File: src/design/cgl_pkg.sv
// ----------------------------------------------------------------------------
// cgl_pkg
// shared widths, register indexes and color helpers for the gradient lookup
// ----------------------------------------------------------------------------
package cgl_pkg;

  localparam int POS_W        = 16;
  localparam int CHAN_W       = 8;
  localparam int STOP_W       = 40;
  localparam int RGB565_W     = 16;
  localparam int CFG_IDX_W    = 3;
  localparam int CFG_DATA_W   = 40;
  localparam int STOP_COUNT_W = 3;
  localparam int NUM_CHAN     = 3;
  localparam int CHAN_IDX_W   = 2;
  localparam int PROD_W       = CHAN_W + POS_W;

  // register indexes
  localparam logic [CFG_IDX_W-1:0] REG_STOP_COUNT = 3'd0;
  localparam logic [CFG_IDX_W-1:0] REG_STOP_BASE  = 3'd1;

  // channel indexes
  localparam logic [CHAN_IDX_W-1:0] CH_RED   = 2'd0;
  localparam logic [CHAN_IDX_W-1:0] CH_GREEN = 2'd1;
  localparam logic [CHAN_IDX_W-1:0] CH_BLUE  = 2'd2;

  typedef logic [CHAN_W-1:0] chan_t;

  // floor(x / 255) for x below 16320, via reciprocal and correction
  function automatic logic [5:0] cgl_div255(input logic [13:0] x);
    logic [13:0] t;
    t = x + {8'd0, x[13:8]} + 14'd1;
    return t[13:8];
  endfunction

  // 5-6-5 packing, each field channel * max / 255 truncated
  function automatic logic [RGB565_W-1:0] cgl_rgb565(input chan_t r, input chan_t g,
                                                     input chan_t b);
    logic [5:0] r5;
    logic [5:0] g6;
    logic [5:0] b5;
    r5 = cgl_div255(14'(r) * 14'd31);
    g6 = cgl_div255(14'(g) * 14'd63);
    b5 = cgl_div255(14'(b) * 14'd31);
    return {r5[4:0], g6, b5[4:0]};
  endfunction

endpackage

File: src/design/cgl_if.sv
// ----------------------------------------------------------------------------
// cgl_if
// valid/ready channels of the gradient lookup: query, result and register write
// ----------------------------------------------------------------------------
interface cgl_in_if;
  import cgl_pkg::*;
  logic             valid;
  logic             ready;
  logic [POS_W-1:0] position;
  modport source (output valid, output position, input ready);
  modport sink (input valid, input position, output ready);
endinterface

interface cgl_out_if;
  import cgl_pkg::*;
  logic                valid;
  logic                ready;
  logic [CHAN_W-1:0]   red;
  logic [CHAN_W-1:0]   green;
  logic [CHAN_W-1:0]   blue;
  logic [RGB565_W-1:0] rgb565;
  modport source (output valid, output red, output green, output blue, output rgb565,
                  input ready);
  modport sink (input valid, input red, input green, input blue, input rgb565,
                output ready);
endinterface

interface cgl_cfg_if;
  import cgl_pkg::*;
  logic                  valid;
  logic                  ready;
  logic [CFG_IDX_W-1:0]  index;
  logic [CFG_DATA_W-1:0] data;
  modport source (output valid, output index, output data, input ready);
  modport sink (input valid, input index, input data, output ready);
endinterface

File: src/design/cgl_div.sv
// ----------------------------------------------------------------------------
// cgl_div
// restoring divider, one quotient bit a cycle, 8-bit quotient
// ----------------------------------------------------------------------------
module cgl_div (
  input  logic                        clk,
  input  logic                        rst_n,
  input  logic                        start,
  input  logic [cgl_pkg::PROD_W-1:0]  dividend,
  input  logic [cgl_pkg::POS_W-1:0]   divisor,
  output logic                        done,
  output logic [cgl_pkg::CHAN_W-1:0]  quotient
);
  import cgl_pkg::*;

  // dividend < 256 * divisor, so the upper part starts below the divisor
  logic                busy_r, busy_nxt;
  logic [2:0]          cnt_r, cnt_nxt;
  logic [POS_W-1:0]    rem_r, rem_nxt;
  logic [CHAN_W-1:0]   dvd_r, dvd_nxt;
  logic [POS_W-1:0]    den_r, den_nxt;
  logic [POS_W:0]      trial;
  logic [POS_W:0]      diff;
  logic                ge;

  assign trial = {rem_r, dvd_r[CHAN_W-1]};
  assign ge    = trial >= {1'b0, den_r};
  assign diff  = trial - {1'b0, den_r};

  assign done     = busy_r && (cnt_r == 3'd7);
  assign quotient = {dvd_r[CHAN_W-2:0], ge};

  always_comb begin
    busy_nxt = busy_r;
    cnt_nxt  = cnt_r;
    rem_nxt  = rem_r;
    dvd_nxt  = dvd_r;
    den_nxt  = den_r;
    if (start) begin
      busy_nxt = 1'b1;
      cnt_nxt  = 3'd0;
      rem_nxt  = dividend[PROD_W-1:CHAN_W];
      dvd_nxt  = dividend[CHAN_W-1:0];
      den_nxt  = divisor;
    end else if (busy_r) begin
      rem_nxt = ge ? diff[POS_W-1:0] : trial[POS_W-1:0];
      dvd_nxt = {dvd_r[CHAN_W-2:0], ge};
      cnt_nxt = cnt_r + 3'd1;
      if (done) begin
        busy_nxt = 1'b0;
      end
    end
  end

  always_ff @(posedge clk) begin
    if (!rst_n) begin
      busy_r <= 1'b0;
      cnt_r  <= 3'd0;
    end else begin
      busy_r <= busy_nxt;
      cnt_r  <= cnt_nxt;
    end
    rem_r <= rem_nxt;
    dvd_r <= dvd_nxt;
    den_r <= den_nxt;
  end

endmodule

File: src/design/color_gradient_lookup_unit.sv
// ----------------------------------------------------------------------------
// color_gradient_lookup_unit
// piecewise-linear color gradient over up to MAX_STOPS stops, RGB888 + RGB565
// ----------------------------------------------------------------------------
// One query position goes in, one color comes out. The stops are scanned one
// per cycle from stop 0 upward until a stop at or above the query or the last
// stop is found; a query between two stops then has each of red, green and
// blue interpolated in turn through one shared 8x16 multiplier feeding an
// 8-step restoring divider. A finished color sits in an output register, so
// the next query is taken while the last result waits. The user must write
// registers only while the unit is idle; the unit itself does not enforce
// this; stops must be in ascending order.
module color_gradient_lookup_unit #(
  parameter int MAX_STOPS = 7
) (
  input  logic      clk,
  input  logic      rst_n,
  cgl_cfg_if.sink   cfg_chan,
  cgl_in_if.sink    in_chan,
  cgl_out_if.source out_chan
);
  import cgl_pkg::*;

  localparam int IDX_W = (MAX_STOPS > 1) ? $clog2(MAX_STOPS) : 1;

  // sequencer codes
  localparam logic [2:0] S_IDLE   = 3'd0;
  localparam logic [2:0] S_SCAN   = 3'd1;
  localparam logic [2:0] S_MUL    = 3'd2;
  localparam logic [2:0] S_DIV    = 3'd3;
  localparam logic [2:0] S_FINISH = 3'd4;

  // configuration registers
  logic [STOP_COUNT_W-1:0] stop_count_r;
  logic [STOP_W-1:0]       stops_r [MAX_STOPS];

  // sequencer state
  logic [2:0]              state_r, state_nxt;
  logic [IDX_W-1:0]        idx_r, idx_nxt;
  logic [POS_W-1:0]        query_r, query_nxt;
  logic [STOP_W-1:0]       prev_r, prev_nxt;
  logic [POS_W-1:0]        num_r, num_nxt;
  logic [POS_W-1:0]        den_r, den_nxt;
  logic [CHAN_IDX_W-1:0]   chan_r, chan_nxt;
  chan_t                   a_r   [NUM_CHAN];
  chan_t                   a_nxt [NUM_CHAN];
  chan_t                   b_r   [NUM_CHAN];
  chan_t                   b_nxt [NUM_CHAN];
  chan_t                   res_r   [NUM_CHAN];
  chan_t                   res_nxt [NUM_CHAN];

  // output register
  logic                    out_valid_r, out_valid_nxt;
  chan_t                   out_red_r, out_green_r, out_blue_r;
  logic [RGB565_W-1:0]     out_rgb565_r;
  logic                    out_load;

  // scan and interpolation helpers
  logic [STOP_COUNT_W-1:0] n_eff;
  logic [STOP_W-1:0]       cur_stop;
  logic [POS_W-1:0]        cur_pos;
  logic [POS_W-1:0]        prev_pos;
  logic                    is_last;
  chan_t                   ch_a, ch_b, ch_diff;
  logic                    ch_up;
  logic [PROD_W-1:0]       product;
  logic                    div_start;
  logic                    div_done;
  chan_t                   div_q;

  // active stop count, clamped to the storage
  assign n_eff = (stop_count_r > STOP_COUNT_W'(MAX_STOPS)) ?
                 STOP_COUNT_W'(MAX_STOPS) : stop_count_r;

  assign cur_stop = stops_r[idx_r];
  assign cur_pos  = cur_stop[STOP_W-1:STOP_W-POS_W];
  assign prev_pos = prev_r[STOP_W-1:STOP_W-POS_W];
  assign is_last  = (STOP_COUNT_W'(idx_r) == (n_eff - STOP_COUNT_W'(1)));

  // shared multiplier: |next - prev| * (q - p0), registered inside the divider
  assign ch_a      = a_r[chan_r];
  assign ch_b      = b_r[chan_r];
  assign ch_up     = ch_b >= ch_a;
  assign ch_diff   = ch_up ? (ch_b - ch_a) : (ch_a - ch_b);
  assign product   = PROD_W'(ch_diff) * PROD_W'(num_r);
  assign div_start = (state_r == S_MUL);

  cgl_div u_div (
    .clk      (clk),
    .rst_n    (rst_n),
    .start    (div_start),
    .dividend (product),
    .divisor  (den_r),
    .done     (div_done),
    .quotient (div_q)
  );

  // handshakes
  assign cfg_chan.ready = 1'b1;
  assign in_chan.ready  = (state_r == S_IDLE);
  assign out_load       = (state_r == S_FINISH) && (!out_valid_r || out_chan.ready);

  // configuration writes
  always_ff @(posedge clk) begin
    if (!rst_n) begin
      stop_count_r <= '0;
      for (int i = 0; i < MAX_STOPS; i++) begin
        stops_r[i] <= '0;
      end
    end else if (cfg_chan.valid) begin
      if (cfg_chan.index == REG_STOP_COUNT) begin
        stop_count_r <= cfg_chan.data[STOP_COUNT_W-1:0];
      end
      for (int i = 0; i < MAX_STOPS; i++) begin
        if (cfg_chan.index == REG_STOP_BASE + CFG_IDX_W'(i)) begin
          stops_r[i] <= cfg_chan.data[STOP_W-1:0];
        end
      end
    end
  end

  // sequencer
  always_comb begin
    state_nxt = state_r;
    idx_nxt   = idx_r;
    query_nxt = query_r;
    prev_nxt  = prev_r;
    num_nxt   = num_r;
    den_nxt   = den_r;
    chan_nxt  = chan_r;
    a_nxt     = a_r;
    b_nxt     = b_r;
    res_nxt   = res_r;
    case (state_r)
      S_IDLE: begin
        if (in_chan.valid) begin
          query_nxt = in_chan.position;
          idx_nxt   = '0;
          if (n_eff == '0) begin
            // no stops: black
            for (int c = 0; c < NUM_CHAN; c++) begin
              res_nxt[c] = '0;
            end
            state_nxt = S_FINISH;
          end else begin
            state_nxt = S_SCAN;
          end
        end
      end
      S_SCAN: begin
        if (cur_pos > query_r) begin
          if (idx_r == '0) begin
            // before the first stop: clamp
            res_nxt[CH_RED]   = cur_stop[23:16];
            res_nxt[CH_GREEN] = cur_stop[15:8];
            res_nxt[CH_BLUE]  = cur_stop[7:0];
            state_nxt = S_FINISH;
          end else begin
            // bracketed by the previous stop and this one
            a_nxt[CH_RED]   = prev_r[23:16];
            a_nxt[CH_GREEN] = prev_r[15:8];
            a_nxt[CH_BLUE]  = prev_r[7:0];
            b_nxt[CH_RED]   = cur_stop[23:16];
            b_nxt[CH_GREEN] = cur_stop[15:8];
            b_nxt[CH_BLUE]  = cur_stop[7:0];
            num_nxt   = query_r - prev_pos;
            den_nxt   = cur_pos - prev_pos;
            chan_nxt  = CH_RED;
            state_nxt = S_MUL;
          end
        end else if (cur_pos == query_r || is_last) begin
          // exact hit, or past the last stop: clamp
          res_nxt[CH_RED]   = cur_stop[23:16];
          res_nxt[CH_GREEN] = cur_stop[15:8];
          res_nxt[CH_BLUE]  = cur_stop[7:0];
          state_nxt = S_FINISH;
        end else begin
          prev_nxt = cur_stop;
          idx_nxt  = idx_r + IDX_W'(1);
        end
      end
      S_MUL: begin
        state_nxt = S_DIV;
      end
      S_DIV: begin
        if (div_done) begin
          res_nxt[chan_r] = ch_up ? (ch_a + div_q) : (ch_a - div_q);
          if (chan_r == CH_BLUE) begin
            state_nxt = S_FINISH;
          end else begin
            chan_nxt  = chan_r + CHAN_IDX_W'(1);
            state_nxt = S_MUL;
          end
        end
      end
      S_FINISH: begin
        if (out_load) begin
          state_nxt = S_IDLE;
        end
      end
      default: begin
        state_nxt = S_IDLE;
      end
    endcase
  end

  // result register stays full until the sink takes it
  always_comb begin
    out_valid_nxt = out_valid_r;
    if (out_load) begin
      out_valid_nxt = 1'b1;
    end else if (out_chan.ready) begin
      out_valid_nxt = 1'b0;
    end
  end

  always_ff @(posedge clk) begin
    if (!rst_n) begin
      state_r     <= S_IDLE;
      out_valid_r <= 1'b0;
    end else begin
      state_r     <= state_nxt;
      out_valid_r <= out_valid_nxt;
    end
    idx_r   <= idx_nxt;
    query_r <= query_nxt;
    prev_r  <= prev_nxt;
    num_r   <= num_nxt;
    den_r   <= den_nxt;
    chan_r  <= chan_nxt;
    a_r     <= a_nxt;
    b_r     <= b_nxt;
    res_r   <= res_nxt;
    if (out_load) begin
      out_red_r    <= res_r[CH_RED];
      out_green_r  <= res_r[CH_GREEN];
      out_blue_r   <= res_r[CH_BLUE];
      out_rgb565_r <= cgl_rgb565(res_r[CH_RED], res_r[CH_GREEN], res_r[CH_BLUE]);
    end
  end

  assign out_chan.valid  = out_valid_r;
  assign out_chan.red    = out_red_r;
  assign out_chan.green  = out_green_r;
  assign out_chan.blue   = out_blue_r;
  assign out_chan.rgb565 = out_rgb565_r;

endmodule

File: src/flat_wrapper.sv
// flat-port wrapper written by rule: the top's interface ports become plain ports
module color_gradient_lookup_unit_flat import cgl_pkg::*;
#(
  parameter int MAX_STOPS = 7
)
  (clk, rst_n, cfg_chan_valid, cfg_chan_index, cfg_chan_data, cfg_chan_ready, in_chan_valid, in_chan_position, in_chan_ready, out_chan_valid, out_chan_red, out_chan_green, out_chan_blue, out_chan_rgb565, out_chan_ready);
  cgl_cfg_if cfg_chan_i ();
  cgl_in_if in_chan_i ();
  cgl_out_if out_chan_i ();
  input  logic clk;
  input  logic rst_n;
  input wire logic [$bits(cfg_chan_i.valid)-1:0] cfg_chan_valid;
  input wire logic [$bits(cfg_chan_i.index)-1:0] cfg_chan_index;
  input wire logic [$bits(cfg_chan_i.data)-1:0] cfg_chan_data;
  output wire logic [$bits(cfg_chan_i.ready)-1:0] cfg_chan_ready;
  input wire logic [$bits(in_chan_i.valid)-1:0] in_chan_valid;
  input wire logic [$bits(in_chan_i.position)-1:0] in_chan_position;
  output wire logic [$bits(in_chan_i.ready)-1:0] in_chan_ready;
  output wire logic [$bits(out_chan_i.valid)-1:0] out_chan_valid;
  output wire logic [$bits(out_chan_i.red)-1:0] out_chan_red;
  output wire logic [$bits(out_chan_i.green)-1:0] out_chan_green;
  output wire logic [$bits(out_chan_i.blue)-1:0] out_chan_blue;
  output wire logic [$bits(out_chan_i.rgb565)-1:0] out_chan_rgb565;
  input wire logic [$bits(out_chan_i.ready)-1:0] out_chan_ready;
  assign cfg_chan_i.valid = cfg_chan_valid;
  assign cfg_chan_i.index = cfg_chan_index;
  assign cfg_chan_i.data = cfg_chan_data;
  assign cfg_chan_ready = cfg_chan_i.ready;
  assign in_chan_i.valid = in_chan_valid;
  assign in_chan_i.position = in_chan_position;
  assign in_chan_ready = in_chan_i.ready;
  assign out_chan_valid = out_chan_i.valid;
  assign out_chan_red = out_chan_i.red;
  assign out_chan_green = out_chan_i.green;
  assign out_chan_blue = out_chan_i.blue;
  assign out_chan_rgb565 = out_chan_i.rgb565;
  assign out_chan_i.ready = out_chan_ready;
  color_gradient_lookup_unit #(.MAX_STOPS(MAX_STOPS)) u_core (.clk(clk), .rst_n(rst_n), .cfg_chan(cfg_chan_i), .in_chan(in_chan_i), .out_chan(out_chan_i));
endmodule
File: config.mk
export PLATFORM = sky130hd
export DESIGN_NAME = color_gradient_lookup_unit_flat
export DESIGN_NICKNAME = d
export VERILOG_FILES = /design/src/design/cgl_pkg.sv /design/src/design/cgl_if.sv /design/src/design/cgl_div.sv /design/src/design/color_gradient_lookup_unit.sv /design/src/flat_wrapper.sv
export SDC_FILE = /design/constraint.sdc
export NUM_CORES = 1
export LEC_CHECK = 0
export BUFFER_PORTS_ARGS = -buffer_cell sky130_fd_sc_hd__buf_2
export CAP_MARGIN = 40
export CORE_MARGIN = 3
export CORE_UTILIZATION = 48
export DETAILED_ROUTE_END_ITERATION = 8
export PLACE_DENSITY = 0.66
export SETUP_SLACK_MARGIN = 0.05
export SLEW_MARGIN = 20
export SYNTH_ARGS = -nofsm -noshare
export SYNTH_HDL_FRONTEND = slang
export SYNTH_SLANG_ARGS = --single-unit
export TNS_END_PERCENT = 20
File: constraint.sdc
create_clock -name clk -period 11.6 [get_ports clk]
set_input_delay 0.58 -clock clk [delete_from_list [all_inputs] [get_ports clk]]
set_output_delay 0.58 -clock clk [all_outputs]
set_load 0.01 [all_outputs]
# After elaboration in Yosys (flattened, before gate mapping)
# Memories as Yosys holds them, arrays and structs flattened. A register that Yosys moved wholly into a read port is not among the register bits.
# Index checks and enable logic that the tools add are counted.
# totals
mem_bits_rw	280
register_bits	256
latch_bits	0
romBits	0
memories	1
# op_classes
div	0
n_lt_le_gt_ge	6
shifts	0
n_reduce_logical	24
addsub	17
mul	4
bitwise	12
muxes	84
eq_ne	26
# mem_list
memory	depth	width	rd	rd_clocked_by_memory_dff	wr	line	rtl
u_core.stops_r	7	40	1	1	7	color_gradient_lookup_unit.sv:35	logic [STOP_W-1:0] stops_r [MAX_STOPS];
# ops
cell	count
$mux W40	7
$mux W24	6
$mux W8	9
$pmux W24 S3	1
$mux W16	3
$sub A16 B16 Y16	3
$mux W3	13
$mux W1	34
$bmux W8 S2	2
$add A13 B1 Y13 const B	2
$add A13 B5 Y13	2
$mul A8 B5 Y13 const B	2
$bwmux W24	1
$mul A8 B16 Y24	1
$sub A8 B8 Y8	3
$eq A3 B3 Y1 const B	6
$ge A17 B16 Y1	1
$demux W8 S2	1
$eq A16 B16 Y1	1
$gt A16 B16 Y1	1
$pmux W3 S5	1
$add A14 B1 Y14 const B	1
$add A14 B6 Y14	1
$mul A8 B6 Y14 const B	1
34 further kinds	70

# Logic depth before layout (Yosys ltp)
# depth
word_depth	9
mapped_depth	37

# Hierarchy
# Synthesis repeated with hierarchy kept, for this count alone.
# hier_totals
hier_cells	2867
area_unflattened_um2	33239.4
# modules_own_cells
module	cells_each	area_each_um2	n_inst
color_gradient_lookup_unit	2589	30250.3	1
cgl_div	278	2989.1	1

# Least setup slack after synthesis
# OpenSTA, ideal clock, no wires.
# synth_path
kind	register -> register
start	reg (tool-made name)
end	reg u_core.res_r[0] (netlist name) (enable)
n_path_buf	3
setup_ns	0.947
stages_incl_launch_ff	15
arrival_time_ns	11.637
setup_slack_ns	-0.983
cell_sequence	dfxtp_1 > clkbuf_1 > clkbuf_1 > buf_2 > mux4_2 > mux2_2 > ha_1 > a21o_1 > a21o_1 > a21oi_1 > or4_1 > a41oi_1 > nand3_1 > nor3_1 > a211oi_1
# synth_rtl
element	line	rtl
end signal: assignment	color_gradient_lookup_unit.sv:233	res_r <= res_nxt;
end: declaration	color_gradient_lookup_unit.sv:49	chan_t res_r [NUM_CHAN];

# Worst setup path in the final report
# layout_path
start	reg u_core.chan_r[0]
end	reg u_core.u_div.rem_r[15] (data pin)
# layout_between
elab_chain_len	8
# layout_lines
element	line	rtl
start: declaration	color_gradient_lookup_unit.sv:44	logic [CHAN_IDX_W-1:0] chan_r, chan_nxt;
start signal: assignment	color_gradient_lookup_unit.sv:230	chan_r <= chan_nxt;
$not A2 Y3 (not written as such) *	color_gradient_lookup_unit.sv:81, color_gradient_lookup_unit.sv:82	
$bmux W8 S2, on equally long branches	color_gradient_lookup_unit.sv:81, color_gradient_lookup_unit.sv:82	
$mux W8, on equally long branches (2 in series)	color_gradient_lookup_unit.sv:81, color_gradient_lookup_unit.sv:82	
$sub A8 B8 Y8 or $ge A8 B8 Y1 (tied branches)	color_gradient_lookup_unit.sv:84, color_gradient_lookup_unit.sv:83	
$mux W8 *	color_gradient_lookup_unit.sv:84	assign ch_diff = ch_up ? (ch_b - ch_a) : (ch_a - ch_b);
$mul A8 B16 Y24 *	color_gradient_lookup_unit.sv:85	assign product = PROD_W'(ch_diff) * PROD_W'(num_r);
$mux W16 *	cgl_div.sv:39	if (start) begin
named net u_core.u_div.rem_nxt[15]	cgl_div.sv:19	logic [POS_W-1:0] rem_r, rem_nxt;
end signal: assignment	cgl_div.sv:63	rem_r <= rem_nxt;
end: declaration	cgl_div.sv:19	
# The timed path passes the listed nets; every way through them passes the cells marked *. The select of a mux whose other input is x is not followed.
# A chain may end at the register's enable or synchronous reset.

==> impl_results.rst <==
.. list-table::
   :header-rows: 1

   * - Metric
     - Value
   * - CP Launch Type
     - register
   * - Number of buffers created by CTS
     - 56
   * - Port buffer count
     - 105
   * - Cts hold-fix bufs
     - 0
   * - Leakage power
     - 14.6 nW
   * - Overall die area
     - around 70000 sq um
   * - Layout cells sized above 1
     - 0.118
   * - Buffering stage count on the worst path with inverters included
     - 5
   * - Floorplan die width
     - 266 um
   * - Clock-pin slew on the worst setup and hold paths
     - 0.06 ns
   * - First-pass iteration count of the detailed router
     - 6
   * - Number of H-tree branching levels
     - 2
   * - Initial antenna violation count
     - 0
   * - Number of enable flip-flop cells after synthesis
     - 525
   * - Global-route wire length before repair
     - between 100000 and 150000 um
   * - Minimum clock period after layout
     - 9.56 ns
   * - Worst reg-to-reg setup slack
     - between 2 and 2.5 ns
   * - Unrepaired setup endpoints after global routing
     - false
   * - Pre-CTS WS
     - between 1.5 and 2 ns
   * - Clock root buffer master
     - sky130_fd_sc_hd__clkbuf_16
   * - Number of global-route vias before repair
     - 21400
   * - Capture endpoint of the worst hold path
     - u_core.query_r[12]
   * - DRC violations left
     - 0
   * - Nets in the synthesized netlist
     - 3173
   * - Antenna Violating Nets Remaining
     - 0
   * - CP Capture Type
     - register
   * - Family of cells with the greatest summed delay on the critical path
     - adder cells
   * - Kind of critical path
     - reg -> reg
   * - Average via count per standard cell
     - 5.51
   * - Clock net sink count
     - around 540
   * - End of the worst register-to-register path
     - u_core.u_div.rem_r[15]
   * - Origin of the worst min-delay path
     - in_chan_position[12]
   * - Setup slack after layout
     - 2.04 ns
   * - Hpwl dp
     - about 51000 um
   * - Total number of placement rows
     - 94
   * - Cell count after synthesis
     - 2754
   * - Fillcell total
     - 5647
   * - Largest net degree at the start of global routing
     - 79
   * - Worst endpoint required time
     - 11.92 ns
   * - Core area
     - 66300 sq um
   * - Final critical-path share of the clock period
     - 0.824
   * - Post-layout utilization of the core
     - 0.543
   * - Setup violation total in the final timing report
     - 0
   * - Fraction of the yosys area taken by sequential cells
     - 0.495
   * - Hold WS
     - between 0.1 and 0.15 ns
   * - Transition time at the pin with the least slew margin
     - 0.817 ns
   * - Hold violation total from the final report
     - 0
   * - Buffers inserted during post-CTS setup optimization
     - 0
   * - Drt first-iter violations
     - approximately 1400
   * - Reg-to-reg startpoint
     - u_core.chan_r[0]
   * - Accumulated negative setup slack
     - 0 ns
   * - Total number of vias
     - about 21000
   * - Relative area change from synthesis to final layout
     - 11.0%
   * - Run status
     - finished, final reports clean
   * - I/O Pins
     - 107
   * - Number of max-cap violations
     - 0
   * - Max-slew violation count
     - 0
   * - Initial core utilization
     - 0.489
   * - Worst-path fanout max
     - 19
   * - Synth unique cells
     - 78
   * - Fraction of registers with async set or reset after synthesis
     - 0
   * - Worst-Skew Late Latency
     - 0.63 ns
   * - Total of flip-flops plus latches after synthesis
     - around 540
   * - Main synth FF type
     - sky130_fd_sc_hd__edfxtp_1
   * - Max-slew headroom
     - 0.448
   * - Antenna diodes
     - 0
   * - Worst EP arrival
     - slightly below 10 ns
   * - Drt total wl
     - about 74000 um
   * - R2R depth
     - 30
   * - Peak Freq
     - between 100 and 150 MHz
   * - Net total in the final layout
     - approximately 3300
   * - Placer Congestion
     - 0.903
   * - Startpoint of the worst setup timing path
     - u_core.chan_r[0]
   * - Vertical extent of the die
     - between 200 and 300 um
   * - Overall global routing resource usage
     - 0.212
   * - Delay of the slowest cell on the worst path
     - 0.70 ns
   * - Worst hold path type
     - in -> reg
   * - VDD IR-drop max
     - 0.000180 V
   * - TritonCTS clock tree
     - done
   * - Total congestion overflow after global routing
     - 0
   * - Critical Path Slowest Stage Cell
     - sky130_fd_sc_hd__edfxtp_1
   * - Summed instance area of the synthesized netlist
     - roughly 32000 sq um
   * - Clock Skews
     - 0.0495 ns
   * - Number of cells traversed by the worst hold path
     - 1
   * - Total of cells resized after clock tree synthesis
     - 0
   * - Total power density per cell area
     - 228 nW/um^2
   * - Average footprint of a synthesized cell
     - 11.8 sq um
   * - Routed wire length per instance
     - around 20 um
   * - CTS max path bufs
     - 3
   * - Count of warnings emitted by yosys
     - 0
[worst max path at each step]
stage	end	slack, ns	cells after the start
2_1_floorplan	u_core.res_r[0]	2.61	14
3_3_place_gp	u_core.u_div.rem_r[15]	1.82	26
3_5_place_dp	u_core.u_div.rem_r[15]	1.72	31
4_1_cts	u_core.u_div.rem_r[15]	1.67	31
5_1_grt	u_core.u_div.rem_r[15]	1.45	30
6_report	u_core.u_div.rem_r[15]	2.04	30
[area by class of cell]
type	count	area [sq um]	share of cell area
clock buffers	69	1490	0.0414
inverters	302	1130	0.0315
well taps	864	1080	0.0300
flip-flops and latches	539	16100	0.446
clock inverters	36	368	0.0102
multi-input cells	1820	15000	0.415
repair buffers	145	910	0.0253
[power by group]
part	leakage, nW	total, mW	switching (mW)	internal (mW)
Combinational	8.61	3.87	2.21	1.66
Clock	0.887	1.82	0.769	1.05
Sequential	5.08	2.51	0.101	2.41
[stage by stage]
stage          total power, mW  instances  instance area [sq um]
6_report                  8.20       3775                  36000
5_1_grt                   8.86       3775                  36000
4_1_cts                   8.26       3771                  35900
3_5_place_dp              6.40       3666                  34100
3_3_place_gp              6.26       3660                  34000
2_1_floorplan             5.48       2754                  32400
[worst register-to-register path: cells and delay by family (launching register included)]
| kind | cells | cell delay (ns) |
|---|---|---|
| adder cells (fa/ha/maj) | 6 | 3.01 |
| AO/OA/AOI/OAI | 12 | 2.94 |
| AND/OR/NAND/NOR | 6 | 1.85 |
| flip-flops | 1 | 0.70 |
| buffers and inverters | 5 | 0.57 |
| multiplexers | 1 | 0.19 |
[flip-flops by register name, indices dropped and copies added, names as in the netlist, 24 cells and up, named ones only]
signal,flops
u_core.a_r,24
u_core.b_r,24
u_core.prev_r,40
u_core.res_r,24
u_core.stops_r,280
[cells in the final DEF, fill, tap and decap left out, types with 89 or more instances in the layout]
cell type / n
sky130_fd_sc_hd__and2_1: 90
sky130_fd_sc_hd__inv_1: 301
sky130_fd_sc_hd__o21ai_0: 89
sky130_fd_sc_hd__buf_2: 105
sky130_fd_sc_hd__fa_1: 143
sky130_fd_sc_hd__edfxtp_1: 525
sky130_fd_sc_hd__nor2_1: 369
sky130_fd_sc_hd__nand2_1: 169
sky130_fd_sc_hd__a21oi_1: 97
sky130_fd_sc_hd__ha_1: 212
sky130_fd_sc_hd__mux2i_1: 92
[kinds of logic after synthesis]
| family | after synthesis | share of synthesized area |
|---|---|---|
| compound gates | 358 | 0.0717 |
| xor+xnor | 115 | 0.0313 |
| fa+ha+maj | 355 | 0.170 |
| buf+inv | 395 | 0.0462 |
| flops | 539 | 0.495 |
| mux | 177 | 0.0718 |
| other cells | 1 | 0.000116 |
| simple gates | 814 | 0.114 |
[per-layer routing]
metal | vias up | part of all wire | GRT usage
li1 | 9787 | - | -
met1 | 10400 | 0.43 | 0.288
met2 | 543 | 0.48 | 0.358
met3 | 112 | 0.061 | 0.0298
met4 | 0 | 0.023 | 0.0621
met5 | - | 0 | 0
[synthesized netlist by cell type (6+ instances only)]
| cell type | count | area, sq um |
|---|---|---|
| sky130_fd_sc_hd__o41ai_1 | 6 | 52.6 |
| sky130_fd_sc_hd__nor3_1 | 31 | 155 |
| sky130_fd_sc_hd__mux2i_1 | 93 | 931 |
| sky130_fd_sc_hd__nor2b_1 | 54 | 338 |
| sky130_fd_sc_hd__xor2_1 | 37 | 324 |
| sky130_fd_sc_hd__buf_2 | 8 | 40.0 |
| sky130_fd_sc_hd__edfxtp_1 | 525 | 15800 |
| sky130_fd_sc_hd__or3_1 | 12 | 75.1 |
| sky130_fd_sc_hd__o21ai_0 | 89 | 445 |
| sky130_fd_sc_hd__nor2_1 | 369 | 1390 |
| sky130_fd_sc_hd__nand2_1 | 176 | 661 |
| sky130_fd_sc_hd__o21a_1 | 22 | 165 |
| sky130_fd_sc_hd__nand4_1 | 7 | 43.8 |
| sky130_fd_sc_hd__xnor2_1 | 77 | 674 |
| sky130_fd_sc_hd__nand3_1 | 26 | 130 |
| sky130_fd_sc_hd__inv_1 | 301 | 1130 |
| sky130_fd_sc_hd__a31oi_1 | 7 | 43.8 |
| sky130_fd_sc_hd__mux4_2 | 40 | 901 |
| sky130_fd_sc_hd__o31ai_1 | 6 | 45.0 |
| sky130_fd_sc_hd__fa_1 | 143 | 2860 |
| sky130_fd_sc_hd__and3_1 | 7 | 43.8 |
| sky130_fd_sc_hd__a21o_1 | 26 | 195 |
| sky130_fd_sc_hd__and2_1 | 90 | 563 |
| sky130_fd_sc_hd__ha_1 | 212 | 2650 |
| sky130_fd_sc_hd__buf_1 | 7 | 26.3 |
| sky130_fd_sc_hd__a21oi_1 | 97 | 485 |
| sky130_fd_sc_hd__nand2b_1 | 18 | 113 |
| sky130_fd_sc_hd__clkbuf_1 | 77 | 289 |
| sky130_fd_sc_hd__o21bai_1 | 8 | 60.1 |
| sky130_fd_sc_hd__dfxtp_1 | 14 | 280 |
| sky130_fd_sc_hd__mux2_2 | 44 | 495 |
| sky130_fd_sc_hd__nor4_1 | 8 | 50.1 |
| sky130_fd_sc_hd__o211ai_1 | 10 | 75.1 |
| sky130_fd_sc_hd__a211oi_1 | 33 | 248 |
Note: power is estimated with default switching activity, not from simulation.
